`src/design/hsa_pkg.sv`:
```
// Shared types, codes and command/status bundles for the handle slot allocator.
`timescale 1ns / 1ps

package hsa_pkg;

	localparam int HSA_SLOTS = 1024;

	localparam int CFG_W    = 11;
	localparam int IDX_W    = 10;
	localparam int UID_W    = 32;
	localparam int STATUS_W = 3;
	localparam int OSLOT_W  = 11;
	localparam int CAP_W    = 11;
	localparam int ID_W     = 31;

	localparam int IN_DATA_W  = 48;
	localparam int OUT_DATA_W = 64;

	typedef enum logic [1:0] {
		F_ALLOC = 2'd0,
		F_FREE  = 2'd1,
		F_GET   = 2'd2,
		F_RESET = 2'd3
	} func_t;

	typedef enum logic [2:0] {
		S_OK        = 3'd0,
		S_FULL      = 3'd1,
		S_BAD_INDEX = 3'd2,
		S_STALE     = 3'd3,
		S_NOT_ALIVE = 3'd4
	} status_t;

	typedef enum logic {
		R_INIT_CAP = 1'b0,
		R_MAX_CAP  = 1'b1
	} reg_index_t;

	typedef enum logic [2:0] {
		ST_INIT_CLR,
		ST_IDLE,
		ST_SCAN,
		ST_CHECK,
		ST_RST_CLR,
		ST_EMIT
	} state_t;

	typedef struct packed {
		logic latch;
		logic scan_init;
		logic scan_step;
		logic alloc_hit;
		logic alloc_miss;
		logic rd_issue;
		logic check;
		logic clr_start;
		logic clr_step;
		logic res_bad;
		logic res_rst;
		logic emit;
	} hsa_cmd_t;

	typedef struct packed {
		logic bad_idx;
		logic clr_last;
		logic hit;
		logic exhausted;
		logic out_free;
	} hsa_stat_t;

endpackage

```
`src/design/hsa_ctrl.sv`:
```
// Controller state machine of the handle slot allocator.
`timescale 1ns / 1ps

module hsa_ctrl (
	input  logic              clk,
	input  logic              arst_n,
	input  logic              s_tvalid,
	output logic              s_tready,
	input  hsa_pkg::func_t    func,
	input  hsa_pkg::hsa_stat_t stat,
	output hsa_pkg::hsa_cmd_t cmd
);
	import hsa_pkg::*;

	state_t state_q, state_d;

	always_ff @(posedge clk or negedge arst_n) begin
		if (!arst_n) begin
			state_q <= ST_INIT_CLR;
		end else begin
			state_q <= state_d;
		end
	end

	always_comb begin
		state_d  = state_q;
		cmd      = '0;
		s_tready = 1'b0;
		unique case (state_q)
			ST_INIT_CLR: begin
				cmd.clr_step = 1'b1;
				if (stat.clr_last) begin
					state_d = ST_IDLE;
				end
			end
			ST_IDLE: begin
				s_tready = 1'b1;
				if (s_tvalid) begin
					cmd.latch = 1'b1;
					unique case (func)
						F_ALLOC: begin
							cmd.scan_init = 1'b1;
							state_d       = ST_SCAN;
						end
						F_FREE, F_GET: begin
							if (stat.bad_idx) begin
								cmd.res_bad = 1'b1;
								state_d     = ST_EMIT;
							end else begin
								cmd.rd_issue = 1'b1;
								state_d      = ST_CHECK;
							end
						end
						F_RESET: begin
							cmd.clr_start = 1'b1;
							state_d       = ST_RST_CLR;
						end
						default: state_d = ST_IDLE;
					endcase
				end
			end
			ST_SCAN: begin
				if (stat.hit) begin
					cmd.alloc_hit = 1'b1;
					state_d       = ST_EMIT;
				end else if (stat.exhausted) begin
					cmd.alloc_miss = 1'b1;
					state_d        = ST_EMIT;
				end else begin
					cmd.scan_step = 1'b1;
				end
			end
			ST_CHECK: begin
				cmd.check = 1'b1;
				state_d   = ST_EMIT;
			end
			ST_RST_CLR: begin
				cmd.clr_step = 1'b1;
				if (stat.clr_last) begin
					cmd.res_rst = 1'b1;
					state_d     = ST_EMIT;
				end
			end
			ST_EMIT: begin
				if (stat.out_free) begin
					cmd.emit = 1'b1;
					state_d  = ST_IDLE;
				end
			end
			default: state_d = ST_INIT_CLR;
		endcase
	end

endmodule

```
`config.mk`:
```
export PLATFORM = sky130hd
export DESIGN_NAME = hsa_ctrl
export DESIGN_NICKNAME = d
export VERILOG_FILES = /design/src/design/hsa_pkg.sv /design/src/design/hsa_ctrl.sv
export SDC_FILE = /design/constraint.sdc
export NUM_CORES = 1
export LEC_CHECK = 0
export BUFFER_PORTS_ARGS = -buffer_cell sky130_fd_sc_hd__buf_2
export CORE_MARGIN = 1.5
export CORE_UTILIZATION = 23
export CTS_CLUSTER_SIZE = 20
export DETAILED_ROUTE_END_ITERATION = 8
export PLACE_DENSITY_LB_ADDON = 0.15
export SLEW_MARGIN = 10
export SYNTH_ARGS = -nofsm -noshare
export SYNTH_HDL_FRONTEND = slang
export SYNTH_SLANG_ARGS = --single-unit
```
`constraint.sdc`:
```
create_clock -name clk -period 2.5 [get_ports clk]
set_input_delay 0.375 -clock clk [delete_from_list [all_inputs] [get_ports clk]]
set_output_delay 0.375 -clock clk [all_outputs]
set_load 0.02 [all_outputs]
```
* Word level (Yosys, flattened, before mapping) *
Cells that the tools add are included.

storage, ports and cells
  flip-flop bits (word level) = 3
  input port bits = 10
  output and inout port bits = 13
  word-level logic and storage cells = 55

cells by class
  equality and inequality tests = 13
  multiplexer cells = 36
  reduce and logical (&&, ||, !) cells = 5

operator list
  operator              count
  $mux W1               24
  $mux W3               8
  $pmux W3 S6           1
  $pmux W3 S3           1
  $ne A2 B2 Y1 const B  4
  $eq A3 B2 Y1 const B  2
  $eq A3 B3 Y1 const B  2
  $reduce_and A5 Y1     1
  $eq A2 B2 Y1 const B  2
  $mux W2               2
  $reduce_or A2 Y1      2
  $eq A3 B1 Y1 const B  1
  $logic_not A3 Y1      1
  $ne A3 B3 Y1 const B  1
  $eq A2 B1 Y1 const B  1
  $logic_not A2 Y1      1

* Longest topological paths before layout *
Gate-level depths: netlist of the first run.

  depth in word-level cells = 5
  depth in mapped cells = 5
  gate-level depth less buffers = 5

* Least setup slack after synthesis of the first run *
Ideal clock, no wire load.

  path kind = reg-to-output
  start point = register state_q[1]
  end point = output cmd[6] (netlist bit)
  arrival time = 1,591 ps
  required time = 2,125 ps
  setup slack = 534 ps
  stages on the path, launching flop included = 5
  path buffers = 1
  path through = dfrtp_1 > buf_6 > nor3b_2 > nand2_2 > nor3b_1

RTL lines
  what                    RTL line        text
  from (decl)             hsa_ctrl.sv:15  state_t state_q, state_d;
  from (signal assigned)  hsa_ctrl.sv:21  state_q <= state_d;
  to (decl)               hsa_ctrl.sv:11  output hsa_pkg::hsa_cmd_t cmd

==> flow_metrics.env, run 1 <==
export IMPL_synth_seq_area_share_pct=22.3
export IMPL_drc=0
export IMPL_top_register="state_q"
export IMPL_cts_resized=0
export IMPL_synth_most_common_cell="nor2_1"
export IMPL_clock_skew_final_ns=0.00106
export IMPL_synthDistinctLibCells=22
export IMPL_via_count=364
export IMPL_io_buffers=22
export IMPL_slew_violations=0
export IMPL_relSlewSlack_pct=80.9
export IMPL_syn_area_per_cell_um2=8.86
export IMPL_cts_buffers=3
export IMPL_place_gp_congestion=0.670
export IMPL_cts_root_buf="clkbuf_4"
export IMPL_rr_worst_depth=3
export IMPL_reg_top3="state_q (3)"
export IMPL_drive_above_1_share_pct=51.6
export IMPL_synth_cell_area_um2=337
export IMPL_coreArea_um2=1330
export IMPL_start_util_pct=25.2
export IMPL_critPathCaptureType="output pin"
export IMPL_min_period_over_period_pct=76.8
export IMPL_tightest_slew_ns=0.287
export IMPL_grt_max_degree=11
export IMPL_htree_num_levels=1
export IMPL_powerDensity_nw_per_um2=820
export IMPL_ys_warn_count=0
export IMPL_cts_tree="yes"
export IMPL_cap_violations=0
export IMPL_ios=23
export IMPL_cp_max_fo=10
export IMPL_first_iter_violations=2
export IMPL_wl_per_cell_um=9.71
export IMPL_gr_usage_all_layers_pct=11.4
export IMPL_crit_start="state_q[1]$_DFFE_PN0P_"
export IMPL_worstPathArrival_ns=1.55
export IMPL_start_kind="register"
export IMPL_fin_setup_tns_ns=0
export IMPL_synth_largest_area_cell="dfrtp_1"
export IMPL_finalHoldViolations=0
export IMPL_worst_endpoint_required_ns=2.12
export IMPL_cts_path_max_buffers=2
export IMPL_vdd_ir_drop_worst_uv=252
export IMPL_die_area_um2=1700
export IMPL_antenna_left=0
export IMPL_r2r_slack_ns=1.19
export IMPL_worstReg2RegStart="state_q[1]$_DFFE_PN0P_"
export IMPL_setup_viol=0
export IMPL_r2r_end="state_q[2]$_DFFE_PN0P_"
export IMPL_via_per_inst=4.61
export IMPL_grt_ovfl_total=0
export IMPL_max_freq_ghz=0.521
export IMPL_holdWs_ns=0.450
export IMPL_n_fill_cell=160
export IMPL_yosysTopAreaCellShare_pct=22.3
export IMPL_clk_pin_slew_ns=0.04
export IMPL_synth_edff_count=0
export IMPL_synth_fp_nets=51
export IMPL_endpoint="cmd[7]"
export IMPL_routed_wl_um=767
export IMPL_antenna_found_initial=0
export IMPL_crit_type="register to output pin"
export IMPL_synth_common_cells="5 x nor2_1, 4 x and3_1, 3 x dfrtp_1, 3 x ha_1, 3 x inv_1"
export IMPL_async_reset_ff_share_pct=100
export IMPL_grt_setup_unrepaired="no"
export IMPL_rows=13
export IMPL_dp_final_hpwl_um=630
export IMPL_power_mw=0.402
export IMPL_syn_inst=38
export IMPL_syn_to_final_growth_pct=45.7
export IMPL_leakage_nw=0.301
export IMPL_die_x_um=41.3
export IMPL_fin_crit_ns=1.92
export IMPL_die_h_um=41.3
export IMPL_ys_ff_latch=3
export IMPL_grt_pass1_vias=301
export IMPL_grt_pass1_wl_mm=1.18
export IMPL_hold_path_class="input pin to register"
export IMPL_cts_sinks=3
export IMPL_synthTopCellsByArea="dfrtp_1 22%, ha_1 11%, and3_1 7.4%"
export IMPL_clk_latency_ns=0.23
export IMPL_dr_pass1_iters=2
export IMPL_status="complete, no violations"
export IMPL_nets=78
export IMPL_largest_reg_flops=3
export IMPL_diodes=0
export IMPL_synth_ff_type="dfrtp_1"
-- through the flow --
step,std cells,cell area (um2),utilization [%],worst slack (ns)
final,79,490,36.8,0.580
after global routing,79,490,36.8,0.486
after CTS,79,490,36.8,0.570
after detailed placement,74,454,34.1,0.819
after global placement,74,454,34.1,0.827
after floorplan,38,337,-,0.534
-- logic make-up after synthesis --
| logic type | Yosys count | synth area share (%) |
|---|---|---|
| AO/OA/AOI/OAI | 7 | 16.0 |
| adder cells (fa/ha/maj) | 3 | 11.2 |
| AND/OR/NAND/NOR | 19 | 39.8 |
| buffers and inverters | 5 | 7.81 |
| multiplexers | 1 | 2.97 |
| flip-flops | 3 | 22.3 |
-- repair_timing --
action	4_1_cts	5_1_grt
hold buffers	1	0
endpoints found under the hold margin	3	0
setup buffers	0	0
-- where the power goes --
part	switching, mW	internal (mW)
clock network	0.0240	0.0597
logic	0.116	0.0949
registers	0.0405	0.0675
-- critical path, stage by stage (launching register included) --
cell and delay (ns):
dfrtp_1 0.49, or3b_4 0.45, nor3b_1 0.18, buf_2 0.19
-- per-layer routing --
layer	up-vias	track usage, %	part of all wire, %
li1	186	-	-
met1	166	12.7	39
met2	12	17.6	54
met3	0	3.26	6.6
met4	0	9.68	0
met5	-	0	0
-- worst min path at each step --
stage | startpoint | to | cells after the start
final | stat[0] | state_q[2]$_DFFE_PN0P_ | 3
after global placement | arst_n | state_q[2]$_DFFE_PN0P_ | 1
after detailed placement | arst_n | state_q[2]$_DFFE_PN0P_ | 1
after global routing | stat[0] | state_q[2]$_DFFE_PN0P_ | 3
after floorplan | arst_n | state_q[0]$_DFFE_PN0P_ | 0
after CTS | stat[0] | state_q[2]$_DFFE_PN0P_ | 3
-- cell usage in the layout, fill, tap and decap left out --
cell | netlist | layout
clkbuf_1 | 0 | 1
nor3b_2 | 1 | 1
or3b_4 | 1 | 1
inv_1 | 3 | 3
a211oi_1 | 1 | 1
a21o_1 | 1 | 1
nand2_2 | 1 | 1
o221a_1 | 1 | 1
nor3_4 | 1 | 1
dfrtp_1 | 3 | 3
clkbuf_4 | 0 | 3
and3_1 | 4 | 4
nor2_1 | 5 | 5
dlygate4sd3_1 | 0 | 1
and3b_2 | 1 | 1
o31a_1 | 1 | 1
and4b_2 | 1 | 1
a21oi_1 | 2 | 2
mux2i_1 | 1 | 1
nand2_1 | 2 | 2
buf_2 | 0 | 22
inv_2 | 1 | 1
a21o_2 | 1 | 1
nor3b_1 | 2 | 2
ha_1 | 3 | 3
-- layout make-up --
| cell class | count | area [um2] | share of cell area, % |
|---|---|---|---|
| clock buffer | 4 | 26.3 | 5.36 |
| inverter | 4 | 15.0 | 3.06 |
| multi-input combinational | 30 | 235 | 48.0 |
| sequential | 3 | 75.1 | 15.3 |
| tap | 15 | 18.8 | 3.83 |
| timing repair buffer | 23 | 120 | 24.5 |
No activity file was read; power rests on OpenSTA's default activity.
==> run 2: changes to the inputs <==
==> constraint.sdc (replaced) <==
create_clock -name clk -period 1.7 [get_ports clk]
set_input_delay 0.255 -clock clk [delete_from_list [all_inputs] [get_ports clk]]
set_output_delay 0.255 -clock clk [all_outputs]
set_load 0.02 [all_outputs]
==> flow_metrics.env, run 2 (synthesis gave the netlist of run 1 again) <==
export IMPL_coreArea_um2=1330
export IMPL_crit_type="register to output pin"
export IMPL_first_iter_violations=2
export IMPL_drc=0
export IMPL_grt_ovfl_total=0
export IMPL_path_cells="or3b_4 -> nor3_4 -> buf_6"
export IMPL_syn_to_final_growth_pct=71.0
export IMPL_tightest_slew_ns=0.178
export IMPL_fin_setup_tns_ns=0
export IMPL_cts_root_buf="clkbuf_4"
export IMPL_io_buffers=22
export IMPL_leakage_nw=0.340
export IMPL_max_freq_ghz=0.594
export IMPL_power_frac_clock_pct=17.5
export IMPL_dp_final_hpwl_um=676
export IMPL_cts_path_max_buffers=2
export IMPL_grt_pass1_vias=356
export IMPL_start_util_pct=25.2
export IMPL_switching_power_mw=0.310
export IMPL_mostFrequentLayoutCell="buf_2"
export IMPL_die_x_um=41.3
export IMPL_powerDensity_nw_per_um2=1270
export IMPL_via_per_inst=4.56
export IMPL_gr_usage_all_layers_pct=13.5
export IMPL_cap_violations=0
export IMPL_grt_pass1_wl_mm=1.48
export IMPL_relSlewSlack_pct=88.1
export IMPL_switching_share_pct=42.2
export IMPL_htree_num_levels=1
export IMPL_die_h_um=41.3
export IMPL_fin_crit_ns=1.68
export IMPL_intPower_mw=0.424
export IMPL_cts_buffers=3
export IMPL_antenna_left=0
export IMPL_clock_skew_final_ns=0.00754
export IMPL_diodes=0
export IMPL_dr_pass1_iters=2
export IMPL_p_comb_share_pct=63.8
export IMPL_path_buf_inv=1
export IMPL_dp_slack_ns=0.167
export IMPL_critPathCaptureType="output pin"
export IMPL_slowest_delay_ns=0.43
export IMPL_largest_reg_flops=3
export IMPL_start_kind="register"
export IMPL_routed_wl_um=968
export IMPL_status="complete, no violations"
export IMPL_die_area_um2=1700
export IMPL_cp_max_fo=3
export IMPL_vdd_ir_drop_worst_uv=481
export IMPL_via_count=392
export IMPL_worstPathArrival_ns=1.43
export IMPL_clk_pin_slew_ns=0.04
export IMPL_final_cell_mix="19 x buf_2, 9 x buf_4, 4 x nor2_1, 4 x and3_1"
export IMPL_clk_latency_ns=0.24
export IMPL_setup_viol=0
export IMPL_grt_max_degree=8
export IMPL_min_period_over_period_pct=99.0
export IMPL_cts_sinks=3
export IMPL_grt_setup_unrepaired="yes"
export IMPL_hold_path_class="input pin to register"
export IMPL_ios=23
export IMPL_top_register="state_q"
export IMPL_finalHoldViolations=0
export IMPL_cp_slowest_cell="or3b_4"
export IMPL_cts_tree="yes"
export IMPL_critPathTopFamily="simple AND/OR/NAND/NOR gates"
export IMPL_layout_setup_ws_ns=0.0169
export IMPL_reg_top3="state_q (3)"
export IMPL_nets=85
export IMPL_worst_endpoint_required_ns=1.44
export IMPL_sequentialPowerShare_pct=18.8
export IMPL_slew_violations=0
export IMPL_antenna_found_initial=0
export IMPL_drive_above_1_share_pct=63.4
export IMPL_wl_per_cell_um=11.3
export IMPL_place_gp_congestion=0.687
export IMPL_rows=13
==> run 2: power by group through the flow <==
stage,Sequential [mW],Clock [mW],Combinational (mW)
after floorplan,0.132,0,0.251
after global placement,0.150,0,0.340
after detailed placement,0.150,0,0.336
after CTS,0.138,0.132,0.419
after global routing,0.144,0.137,0.516
final,0.138,0.128,0.468
==> run 2: per-layer routing <==
| metal | GRT usage [%] | share of wire, % | vias up |
|---|---|---|---|
| met1 | 16.0 | 46 | 180 |
| met2 | 22.3 | 51 | 12 |
| li1 | - | - | 200 |
| met5 | 0 | 0 | - |
| met4 | 7.26 | 0 | 0 |
| met3 | 3.26 | 3.5 | 0 |
==> run 2: through the flow <==
| stage | hold slack [ns] | cells | utilization (%) | area, um2 | power [mW] |
|---|---|---|---|---|---|
| detailed placement | 0.0538 | 75 | 35.0 | 467 | 0.485 |
| global placement | 0.0544 | 75 | 35.0 | 467 | 0.489 |
| finish | 0.311 | 86 | 43.2 | 576 | 0.734 |
| floorplan | -0.0406 | 38 | - | 342 | 0.383 |
| global route | 0.328 | 86 | 43.2 | 576 | 0.797 |
| CTS | 0.311 | 83 | 40.6 | 542 | 0.688 |
==> run 2: path summary, 6_finish.rpt <==
path / from / end / slack [ns] / cells after the start
setup / recovery: state_q[0]$_DFFE_PN0P_ / cmd[9] / 0.02 / 3
hold / removal: stat[0] / state_q[2]$_DFFE_PN0P_ / 0.31 / 3
setup reg to reg: state_q[0]$_DFFE_PN0P_ / state_q[1]$_DFFE_PN0P_ / 0.35 / 4
hold reg to reg: state_q[2]$_DFFE_PN0P_ / state_q[2]$_DFFE_PN0P_ / 0.63 / 2
max in group asynchronous: arst_n / state_q[2]$_DFFE_PN0P_ / 1.24 / 2
min in group asynchronous: arst_n / state_q[0]$_DFFE_PN0P_ / 0.34 / 2
==> run 2: worst register-to-register path, delay by kind of cell (launching register included) <==
| family | cells | cell delay [ns] |
|---|---|---|
| AOI/OAI and AO/OA | 1 | 0.08 |
| buffers and inverters | 1 | 0.14 |
| DFF | 1 | 0.41 |
| and+or+nand+nor | 2 | 0.63 |
==> run 2: timing repair <==
item | CTS | global route
buffers inserted | 3 | 3
hold buffers | 1 | 0
pin swaps | 1 | 4
endpoints found under the setup margin | 4 | 5
endpoints found under the hold margin | 3 | 0
resized for setup | 5 | 4
gates cloned | 0 | 0
==> run 2: layout make-up <==
type,count,area [um2]
timing repair buffer,30,184
fill,146,758
multi-input combinational,30,254
tap,15,18.8
clock buffer,4,26.3
inverter,4,15.0
sequential,3,77.6
